==> src/hdl/ssis_pkg.sv <==
// Shared types, constants and helpers for the crank synced spark and injection scheduler.
package ssis_pkg;

    localparam int CNT_W      = 16;
    localparam int LEN_W      = 14;
    localparam int ADV_W      = 9;
    localparam int DIVD_W     = 25;
    localparam int DIVS_W     = 16;
    localparam int DIV_STEPS  = DIVD_W;
    localparam int DIV_CNT_W  = $clog2(DIV_STEPS);

    // Reciprocal of a full turn: (x * RECIP_360) >> RECIP_SH is x / 360 for x < 2^25
    localparam int RECIP_W  = 26;
    localparam int RECIP_SH = 34;
    localparam int RPROD_W  = RECIP_SH + CNT_W;
    localparam logic [RECIP_W-1:0] RECIP_360 = RECIP_W'(47721859);

    // Ticks per minute at 4 us per tick.
    localparam logic [DIVD_W-1:0] TICKS_PER_MIN = DIVD_W'(15000000);
    localparam logic [ADV_W-1:0]  DEG_FULL      = ADV_W'(360);
    localparam logic [CNT_W-1:0]  CNT_MAX       = '1;

    localparam logic [15:0]      SPARK_LEN_RST = 16'd1000;
    localparam logic [ADV_W-1:0] INJ_ADV_RST   = ADV_W'(140);

    typedef enum logic [1:0] {
        OP_TICK      = 2'd0,
        OP_EDGE      = 2'd1,
        OP_SPARK_ADV = 2'd2,
        OP_INJ_LEN   = 2'd3
    } op_t;

    typedef enum logic [1:0] {
        CFG_SPARK_LEN = 2'd0,
        CFG_INJ_ADV   = 2'd1,
        CFG_SPARK_INV = 2'd2,
        CFG_INJ_INV   = 2'd3
    } cfg_idx_t;

    typedef enum logic [2:0] {
        ST_IDLE,
        ST_SPD_START,
        ST_SPD_WAIT,
        ST_MUL,
        ST_ANG,
        ST_PUSH
    } state_t;

    // Controller to datapath commands.
    typedef struct packed {
        logic accept;
        logic mul;
        logic div_start;
        logic finish_speed;
        logic finish_angle;
        logic push;
    } cmd_t;

    // Datapath to controller status.
    typedef struct packed {
        logic div_done;
    } stat_t;

    // Degrees left of the revolution; advances above a full turn count as a full turn.
    function automatic logic [ADV_W-1:0] adv_remain(input logic [15:0] adv);
        logic [ADV_W-1:0] adv_c;
        adv_c = (adv > {7'd0, DEG_FULL}) ? DEG_FULL : adv[ADV_W-1:0];
        return DEG_FULL - adv_c;
    endfunction

endpackage

==> src/hdl/crank_synced_spark_injection_scheduler.sv <==
// Top level of the crank synced spark and injection scheduler.
//
//  channel   handshake            payload
//  s_        s_valid / s_ready    s_op, s_value, s_engine_active
//  m_        m_valid / m_ready    m_spark_pin, m_inj_pin, m_rpm,
//                                 m_predicted_ticks, m_counter_wrapped
//  cfg_      cfg_wr_en            cfg_index, cfg_wdata
//
// One word in, one word out. A tick word goes from idle straight to the push stage;
// an edge word starts the 25-step rpm divider and waits for it; an advance or length
// word passes a multiply state, then a reciprocal multiply state for the angle offset.
// Sync reset (aresetn low) loads default config, clears engine and control state.
// A word is taken in idle even while the previous result waits on m_ready; its own
// result then waits in the push stage until the output register is free.
module crank_synced_spark_injection_scheduler
    import ssis_pkg::*;
(
    input  logic        aclk,
    input  logic        aresetn,
    input  logic        s_valid,
    output logic        s_ready,
    input  logic [1:0]  s_op,
    input  logic [15:0] s_value,
    input  logic        s_engine_active,
    output logic        m_valid,
    input  logic        m_ready,
    output logic        m_spark_pin,
    output logic        m_inj_pin,
    output logic [15:0] m_rpm,
    output logic [15:0] m_predicted_ticks,
    output logic        m_counter_wrapped,
    input  logic        cfg_wr_en,
    input  logic [1:0]  cfg_index,
    input  logic [15:0] cfg_wdata
);

    cmd_t  cmd;
    stat_t stat;

    ssis_ctrl u_ctrl (
        .aclk    (aclk),
        .aresetn (aresetn),
        .s_valid (s_valid),
        .s_ready (s_ready),
        .s_op    (s_op),
        .m_valid (m_valid),
        .m_ready (m_ready),
        .cmd     (cmd),
        .stat    (stat)
    );

    ssis_dp u_dp (
        .aclk              (aclk),
        .aresetn           (aresetn),
        .cmd               (cmd),
        .stat              (stat),
        .s_op              (s_op),
        .s_value           (s_value),
        .s_engine_active   (s_engine_active),
        .cfg_wr_en         (cfg_wr_en),
        .cfg_index         (cfg_index),
        .cfg_wdata         (cfg_wdata),
        .m_spark_pin       (m_spark_pin),
        .m_inj_pin         (m_inj_pin),
        .m_rpm             (m_rpm),
        .m_predicted_ticks (m_predicted_ticks),
        .m_counter_wrapped (m_counter_wrapped)
    );

endmodule

==> src/hdl/ssis_div.sv <==
// Restoring divider, one quotient bit per cycle, used for the rpm divide.
module ssis_div
    import ssis_pkg::*;
(
    input  logic              aclk,
    input  logic              aresetn,
    input  logic              start,
    input  logic [DIVD_W-1:0] dividend,
    input  logic [DIVS_W-1:0] divisor,
    output logic              done,
    output logic [DIVD_W-1:0] quotient
);

    logic [DIVD_W-1:0]    quo_reg;
    logic [DIVS_W-1:0]    rem_reg;
    logic [DIV_CNT_W-1:0] cnt_reg;
    logic                 busy_reg;
    logic                 done_reg;

    logic [DIVS_W:0] shifted;
    logic [DIVS_W:0] trial;
    logic            fits;

    // One trial subtract per step
    always_comb begin
        shifted = {rem_reg, quo_reg[DIVD_W-1]};
        trial   = shifted - {1'b0, divisor};
        fits    = (shifted >= {1'b0, divisor});
    end

    // Control
    always_ff @(posedge aclk) begin
        if (!aresetn) begin
            busy_reg <= 1'b0;
            done_reg <= 1'b0;
            cnt_reg  <= '0;
        end else begin
            done_reg <= 1'b0;
            if (start) begin
                busy_reg <= 1'b1;
                cnt_reg  <= '0;
            end else if (busy_reg) begin
                cnt_reg <= cnt_reg + 1'b1;
                if (cnt_reg == DIV_CNT_W'(DIV_STEPS - 1)) begin
                    busy_reg <= 1'b0;
                    done_reg <= 1'b1;
                end
            end
        end
    end

    // Quotient and remainder shift
    always_ff @(posedge aclk) begin
        if (start) begin
            quo_reg <= dividend;
            rem_reg <= '0;
        end else if (busy_reg) begin
            quo_reg <= {quo_reg[DIVD_W-2:0], fits};
            rem_reg <= fits ? trial[DIVS_W-1:0] : shifted[DIVS_W-1:0];
        end
    end

    assign done     = done_reg;
    assign quotient = quo_reg;

    // A run is never restarted while it is still shifting
    a_no_restart: assert property (@(posedge aclk) disable iff (!aresetn)
        start |-> !busy_reg)
        else $error("divider restarted while busy");

    // Done only closes a run that was in progress
    a_done_after_busy: assert property (@(posedge aclk) disable iff (!aresetn)
        done_reg |-> $past(busy_reg))
        else $error("divider done without a run");

endmodule

==> src/hdl/ssis_dp.sv <==
// Datapath: tick counter, period prediction, channel schedules, config and output word.
module ssis_dp
    import ssis_pkg::*;
(
    input  logic        aclk,
    input  logic        aresetn,
    input  cmd_t        cmd,
    output stat_t       stat,
    input  logic [1:0]  s_op,
    input  logic [15:0] s_value,
    input  logic        s_engine_active,
    input  logic        cfg_wr_en,
    input  logic [1:0]  cfg_index,
    input  logic [15:0] cfg_wdata,
    output logic        m_spark_pin,
    output logic        m_inj_pin,
    output logic [15:0] m_rpm,
    output logic [15:0] m_predicted_ticks,
    output logic        m_counter_wrapped
);

    // Configuration
    logic [15:0]      spark_len_reg;
    logic [ADV_W-1:0] inj_adv_reg;
    logic             spark_inv_reg;
    logic             inj_inv_reg;

    // Engine state
    logic [CNT_W-1:0] tick_cnt_reg;
    logic [CNT_W-1:0] last_edge_reg;
    logic [CNT_W-1:0] last_period_reg;
    logic [CNT_W-1:0] pred_reg;
    logic [CNT_W-1:0] speed_reg;
    logic             wrap_reg;

    // Channel 0 ignition, channel 1 injection
    logic [CNT_W-1:0] pend_start_reg [2];
    logic [LEN_W-1:0] pend_len_reg   [2];
    logic [CNT_W-1:0] act_start_reg  [2];
    logic [LEN_W-1:0] act_len_reg    [2];
    logic [CNT_W-1:0] cmp_reg        [2];
    logic [1:0]       pulse_on_reg;
    logic [1:0]       armed_reg;

    // Angle offset work
    logic [ADV_W-1:0]  remain_reg;
    logic              ang_ch_reg;
    logic [DIVD_W-1:0] prod_reg;

    // Output word
    logic              spark_pin_reg;
    logic              inj_pin_reg;
    logic [15:0]       rpm_reg;
    logic [15:0]       pred_out_reg;
    logic              wrap_out_reg;

    op_t               op;
    logic [CNT_W-1:0]  cnt_inc;
    logic [CNT_W-1:0]  period;
    logic [CNT_W+1:0]  pred_wide;
    logic [CNT_W-1:0]  pred_sat;
    logic [15:0]       adv_src;
    logic [RPROD_W-1:0] recip_prod;
    logic              div_done;
    logic [DIVD_W-1:0] div_quo;

    assign op      = op_t'(s_op);
    assign cnt_inc = tick_cnt_reg + 1'b1;
    assign adv_src = (op == OP_SPARK_ADV) ? s_value : {7'd0, inj_adv_reg};

    // Next period prediction, 2*period - previous, held to 1..65535
    always_comb begin
        period    = tick_cnt_reg - last_edge_reg;
        pred_wide = {1'b0, period, 1'b0} - {2'b00, last_period_reg};
        if (pred_wide[CNT_W+1] || (pred_wide == '0)) begin
            pred_sat = CNT_W'(1);
        end else if (pred_wide[CNT_W]) begin
            pred_sat = CNT_MAX;
        end else begin
            pred_sat = pred_wide[CNT_W-1:0];
        end
    end

    // Offset over a full turn by reciprocal multiply; the quotient fits 16 bits
    assign recip_prod = RPROD_W'(prod_reg) * RPROD_W'(RECIP_360);

    // Configuration writes
    always_ff @(posedge aclk) begin
        if (!aresetn) begin
            spark_len_reg <= SPARK_LEN_RST;
            inj_adv_reg   <= INJ_ADV_RST;
            spark_inv_reg <= 1'b0;
            inj_inv_reg   <= 1'b0;
        end else if (cfg_wr_en) begin
            case (cfg_idx_t'(cfg_index))
                CFG_SPARK_LEN: spark_len_reg <= cfg_wdata;
                CFG_INJ_ADV:   inj_adv_reg   <= cfg_wdata[ADV_W-1:0];
                CFG_SPARK_INV: spark_inv_reg <= cfg_wdata[0];
                CFG_INJ_INV:   inj_inv_reg   <= cfg_wdata[0];
                default:       spark_len_reg <= spark_len_reg;
            endcase
        end
    end

    // Engine state and channel schedules
    always_ff @(posedge aclk) begin
        if (!aresetn) begin
            tick_cnt_reg    <= '0;
            last_edge_reg   <= '0;
            last_period_reg <= '0;
            pred_reg        <= '0;
            speed_reg       <= '0;
            wrap_reg        <= 1'b0;
            pulse_on_reg    <= '0;
            armed_reg       <= '0;
            for (int ch = 0; ch < 2; ch++) begin
                pend_start_reg[ch] <= '0;
                pend_len_reg[ch]   <= '0;
                act_start_reg[ch]  <= '0;
                act_len_reg[ch]    <= '0;
                cmp_reg[ch]        <= '0;
            end
        end else begin
            if (cmd.accept) begin
                wrap_reg <= (op == OP_TICK) && (tick_cnt_reg == CNT_MAX);
                case (op)
                    OP_TICK: begin
                        tick_cnt_reg <= cnt_inc;
                        for (int ch = 0; ch < 2; ch++) begin
                            if (armed_reg[ch] && (cmp_reg[ch] == cnt_inc)) begin
                                pulse_on_reg[ch] <= !pulse_on_reg[ch];
                                cmp_reg[ch] <= pulse_on_reg[ch] ? act_start_reg[ch]
                                             : cmp_reg[ch] + {2'b00, act_len_reg[ch]};
                            end
                        end
                    end
                    OP_EDGE: begin
                        last_edge_reg   <= tick_cnt_reg;
                        last_period_reg <= period;
                        pred_reg        <= pred_sat;
                        if (s_engine_active) begin
                            for (int ch = 0; ch < 2; ch++) begin
                                act_start_reg[ch] <= tick_cnt_reg + pend_start_reg[ch];
                                act_len_reg[ch]   <= pend_len_reg[ch];
                                armed_reg[ch]     <= 1'b1;
                                if (!pulse_on_reg[ch]) begin
                                    cmp_reg[ch] <= tick_cnt_reg + pend_start_reg[ch];
                                end
                            end
                        end
                    end
                    OP_SPARK_ADV: pend_len_reg[0] <= spark_len_reg[15:2];
                    OP_INJ_LEN:   pend_len_reg[1] <= s_value[15:2];
                    default:      tick_cnt_reg <= tick_cnt_reg;
                endcase
            end
            if (cmd.finish_speed) begin
                speed_reg <= (|div_quo[DIVD_W-1:CNT_W]) ? CNT_MAX : div_quo[CNT_W-1:0];
            end
            if (cmd.finish_angle) begin
                pend_start_reg[ang_ch_reg] <= recip_prod[RPROD_W-1:RECIP_SH];
            end
        end
    end

    // Angle offset operands: remaining degrees, then period times degrees
    always_ff @(posedge aclk) begin
        if (cmd.accept) begin
            remain_reg <= adv_remain(adv_src);
            ang_ch_reg <= (op == OP_INJ_LEN);
        end
        if (cmd.mul) begin
            prod_reg <= {9'd0, pred_reg} * {16'd0, remain_reg};
        end
    end

    // rpm divider: ticks per minute over the prediction
    ssis_div u_div (
        .aclk     (aclk),
        .aresetn  (aresetn),
        .start    (cmd.div_start),
        .dividend (TICKS_PER_MIN),
        .divisor  (pred_reg),
        .done     (div_done),
        .quotient (div_quo)
    );

    assign stat.div_done = div_done;

    // Output word
    always_ff @(posedge aclk) begin
        if (cmd.push) begin
            spark_pin_reg <= pulse_on_reg[0] ^ spark_inv_reg;
            inj_pin_reg   <= pulse_on_reg[1] ^ inj_inv_reg;
            rpm_reg       <= speed_reg;
            pred_out_reg  <= pred_reg;
            wrap_out_reg  <= wrap_reg;
        end
    end

    assign m_spark_pin       = spark_pin_reg;
    assign m_inj_pin         = inj_pin_reg;
    assign m_rpm             = rpm_reg;
    assign m_predicted_ticks = pred_out_reg;
    assign m_counter_wrapped = wrap_out_reg;

    // The prediction is never zero after an edge, so the rpm divide never sees zero
    a_pred_nonzero: assert property (@(posedge aclk) disable iff (!aresetn)
        (cmd.accept && (op == OP_EDGE)) |=> (pred_reg != '0))
        else $error("zero period prediction after edge");

endmodule

==> src/hdl/ssis_ctrl.sv <==
// Controller: sequences accept, multiply, divide and output push for each word.
module ssis_ctrl
    import ssis_pkg::*;
(
    input  logic       aclk,
    input  logic       aresetn,
    input  logic       s_valid,
    output logic       s_ready,
    input  logic [1:0] s_op,
    output logic       m_valid,
    input  logic       m_ready,
    output cmd_t       cmd,
    input  stat_t      stat
);

    state_t state_reg, state_next;
    logic   m_valid_reg, m_valid_next;
    logic   out_free;

    assign out_free = !m_valid_reg || m_ready;

    // State register
    always_ff @(posedge aclk) begin
        if (!aresetn) begin
            state_reg   <= ST_IDLE;
            m_valid_reg <= 1'b0;
        end else begin
            state_reg   <= state_next;
            m_valid_reg <= m_valid_next;
        end
    end

    // Next state and commands
    always_comb begin
        state_next = state_reg;
        cmd        = '0;
        s_ready    = 1'b0;
        case (state_reg)
            ST_IDLE: begin
                s_ready = 1'b1;
                if (s_valid) begin
                    cmd.accept = 1'b1;
                    case (op_t'(s_op))
                        OP_TICK: state_next = ST_PUSH;
                        OP_EDGE: state_next = ST_SPD_START;
                        default: state_next = ST_MUL;
                    endcase
                end
            end
            ST_SPD_START: begin
                cmd.div_start = 1'b1;
                state_next    = ST_SPD_WAIT;
            end
            ST_SPD_WAIT: begin
                if (stat.div_done) begin
                    cmd.finish_speed = 1'b1;
                    state_next       = ST_PUSH;
                end
            end
            ST_MUL: begin
                cmd.mul    = 1'b1;
                state_next = ST_ANG;
            end
            ST_ANG: begin
                cmd.finish_angle = 1'b1;
                state_next       = ST_PUSH;
            end
            ST_PUSH: begin
                if (out_free) begin
                    cmd.push   = 1'b1;
                    state_next = ST_IDLE;
                end
            end
            default: state_next = ST_IDLE;
        endcase
    end

    // Output valid: set on push, cleared when taken
    always_comb begin
        if (cmd.push) begin
            m_valid_next = 1'b1;
        end else if (m_ready) begin
            m_valid_next = 1'b0;
        end else begin
            m_valid_next = m_valid_reg;
        end
    end

    assign m_valid = m_valid_reg;

    // A waiting word is never dropped
    a_hold_word: assert property (@(posedge aclk) disable iff (!aresetn)
        (m_valid_reg && !m_ready) |=> m_valid_reg)
        else $error("output word lost while stalled");

    // A tick goes straight to the output stage
    a_tick_push: assert property (@(posedge aclk) disable iff (!aresetn)
        (cmd.accept && (op_t'(s_op) == OP_TICK)) |=> (state_reg == ST_PUSH))
        else $error("tick did not go to push");

endmodule

==> config.mk <==
export PLATFORM = sky130hd
export DESIGN_NAME = crank_synced_spark_injection_scheduler
export DESIGN_NICKNAME = d
export VERILOG_FILES = /design/src/hdl/ssis_pkg.sv /design/src/hdl/crank_synced_spark_injection_scheduler.sv /design/src/hdl/ssis_div.sv /design/src/hdl/ssis_dp.sv /design/src/hdl/ssis_ctrl.sv
export SDC_FILE = /design/constraint.sdc
export NUM_CORES = 2
export LEC_CHECK = 0
export BUFFER_PORTS_ARGS = -buffer_cell sky130_fd_sc_hd__buf_2
export CORE_AREA = 3 3 373 264
export DETAILED_ROUTE_END_ITERATION = 12
export DIE_AREA = 0 0 376 267
export SYNTH_ARGS = -nofsm -noshare
export SYNTH_HDL_FRONTEND = slang
export SYNTH_SLANG_ARGS = --single-unit
==> constraint.sdc <==
create_clock -name aclk -period 8.9 [get_ports aclk]
set_input_delay 1.335 -clock aclk [delete_from_list [all_inputs] [get_ports aclk]]
set_output_delay 1.335 -clock aclk [all_outputs]
set_load 0.005 [all_outputs]
==> flow_metrics.py <==
metrics = {
    "power_and_ir_drop": {
        "power_frac_comb_pct": 55.7,
        "ir_drop_v": 0.0002894,
        "intPower_mw": 5.088,
        "p_leak_nw": 16.60,
        "switching_share_pct": 43.23,
        "power.total_mw": 8.962,
        "power_density_mw_per_mm2": 246.7,
        "seqPwrFrac_pct": 24.2,
        "clkPwrFrac_pct": 20.0,
        "p_switching_mw": 3.874,
    },
    "synth": {
        "synth_nets": 4131,
        "synth_warnings": 0,
        "synth_area_mm2": 0.03321,
        "ys_ff_latch": 383,
        "synth_top_cell_by_area": "edfxtp_1",
        "syn_area_per_cell_um2": 9.679,
        "yosysTopAreaCellShare_pct": 20.07,
        "yosysMostFrequentCell": "inv_1",
        "yosys-top-cells-area": "edfxtp_1 20%, fa_1 17%, ha_1 14%",
        "synth_cell_types": 90,
        "synth_top_flop_cell": "edfxtp_1",
        "syn_inst": 3431,
        "synthTopCellsByCount": "517 x inv_1, 380 x ha_1, 301 x nand2_1, 278 x fa_1, 222 x edfxtp_1",
        "async_reset_ff_share_pct": 0,
        "ys_seq_area_share_pct": 29.78,
        "synth-edff-count": 222,
    },
    "layout": {
        "num_antenna_cells": 0,
        "areaGrowthSynthToFinish_pct": 9.385,
        "drive_gt1_share_pct": 6.691,
        "final_cell_area_mm2": 0.03633,
        "final.fill_count": 9477,
        "final_core_util_pct": 38.06,
        "nNetsFinal": 4166,
    },
    "job": {
        "drv_cap": 0,
    },
    "critical_path": {
        "end_kind": "flip-flop",
        "r2r_slack_ns": 2.25,
        "start_kind": "flip-flop",
        "crit_fanout": 5,
        "critical_path_arrival_ns": 6.95,
        "cp.required_ns": 9.20,
        "crit_type": "flip-flop to flip-flop",
    },
    "placement": {
        "dp_hpwl_um": 68970,
        "dp_worst_setup_slack_ns": 2.303,
        "io_buffer_count": 78,
        "post_dp_cell_area_mm2": 0.03494,
        "gp_congestion": 0.9373,
    },
    "clocking": {
        "cts_buffer_depth": 3,
        "ctsResizeCount": 0,
        "clock_latency_ns": 0.59,
        "cts-root-buf": "clkbuf_16",
        "clkTransAtPathRegs_ns": 0.07,
        "cts_sinks": 383,
        "cts_setup_buffers": 0,
        "holdBufCountCts": 0,
        "htreeDepth": 2,
        "cts_tree": "yes",
        "cts_inserted_buffers": 40,
    },
    "timing": {
        "final.setup.tns_ns": 0,
        "finalSetupViolCount": 0,
        "worst_slack_ns": 2.254,
        "fin_worst_skew_ns": 0.03102,
        "period_share_pct": 74.67,
        "hold_viol": 0,
        "period_needed_ns": 6.646,
        "fmax_ghz": 0.1505,
        "worst_pin_slew_ns": 1.306,
        "rsz0062_at_grt": "no",
        "slew_viol_final": 0,
        "slew_headroom_pct": 12.69,
    },
    "die": {
        "die_area_mm2": 0.1004,
        "dieHeight_um": 267,
        "initial_utilization_pct": 34.79,
        "die_w_um": 376,
        "ios": 79,
        "rows": 95,
        "core_mm2": 0.09545,
    },
    "global_routing": {
        "grt.total_usage_pct": 17.31,
        "grt_pass1_wl_um": 136400,
        "grt_max_degree": 64,
        "grt_pass1_vias": 23020,
        "grt_antenna_before_repair": 3,
        "overflow": 0,
    },
    "drt": {
        "final_antenna_net_count": 0,
        "via_per_inst": 5.059,
        "firstDrtPassIters": 7,
        "routed_wl_um": 87840,
        "drc_errors": 0,
        "route.detailed.wl_per_inst_um": 18.46,
        "drtIter0Drc": 1843,
        "num_vias": 24070,
    },
    "min_path": {
        "hold_path.class": "flip-flop to flip-flop",
    },
    "status": {
        "outcome": "completed",
    },
}
## final cells by class
type | instances | area, um2 | area share (%)
clock buffers | 50 | 1079 | 2.969
inverters | 517 | 1941 | 5.342
multi-input cells | 2415 | 20910 | 57.57
repair buffers | 109 | 623.1 | 1.715
flip-flops and latches | 383 | 9891 | 27.23
well taps | 1261 | 1578 | 4.343
clock inverters | 23 | 302.8 | 0.8335
## worst max-delay path, stage by stage, from the launching register on
cell      delay [ns]
edfxtp_1        0.47
ha_1            0.37
fa_1            0.54
inv_1           0.05
fa_1            0.47
inv_1           0.05
fa_1            0.50
fa_1            0.60
fa_1            0.52
inv_1           0.05
fa_1            0.47
inv_1           0.04
ha_1            0.32
a21o_1          0.17
a21oi_1         0.20
o211ai_1        0.15
a41oi_1         0.26
o21ai_0         0.17
a211oi_1        0.62
xor2_1          0.23
nor2_1          0.07
## path summary, 6_finish.rpt
kind                startpoint                         end  cells after the start
max           u_dp.prod_reg[7]  u_dp.pend_start_reg[1][12]                     20
min          u_dp.speed_reg[7]               u_dp.m_rpm[7]                      0
max reg2reg   u_dp.prod_reg[7]  u_dp.pend_start_reg[1][12]                     20
min reg2reg  u_dp.speed_reg[7]               u_dp.m_rpm[7]                      0
## layout by cell type, fill, tap and decap left out, drive strengths merged, types with 109 or more instances in the layout
master  instances
a21oi         201
and2          120
buf           109
dfxtp         161
edfxtp        222
fa            278
ha            380
inv           520
nand2         302
nor2          210
xnor2         112
## per-stage QoR
step,std cells,hold WS (ns)
6_report,4758,0.4377
5_1_grt,4758,0.4486
4_1_cts,4758,0.4376
3_5_place_dp,4685,0.4252
3_3_place_gp,4685,0.4192
2_1_floorplan,3431,0.4081
## power by group through the flow
stage / Combinational (mW) / Sequential [mW] / Clock (mW)
6_report: 5.00 / 2.17 / 1.80
5_1_grt: 5.62 / 2.19 / 1.90
4_1_cts: 4.92 / 2.17 / 1.83
3_5_place_dp: 4.88 / 2.21 / 0
3_3_place_gp: 4.89 / 2.21 / 0
2_1_floorplan: 3.68 / 2.13 / 0
## cell families (layout without fill, tap and decap cells)
| family | count (synthesis) | in the layout | synth area share, % |
|---|---|---|---|
| AOI/OAI and AO/OA | 579 | 579 | 11.20 |
| muxes | 68 | 68 | 2.057 |
| and+or+nand+nor | 927 | 927 | 13.70 |
| xor gates and xnor gates | 183 | 183 | 4.849 |
| buffers and inverters | 633 | 699 | 7.343 |
| DFF | 383 | 383 | 29.78 |
| adders and majority gates | 658 | 658 | 31.08 |
## metal layers
layer,global-route usage [%],routed length (um),vias to the layer above
met2,23.35,33780,719
met1,27.88,45860,11620
met4,2.696,1139,4
met5,0,19,-
li1,-,-,11650
met3,3.985,7048,86
No activity file was read; power rests on OpenSTA's default activity.
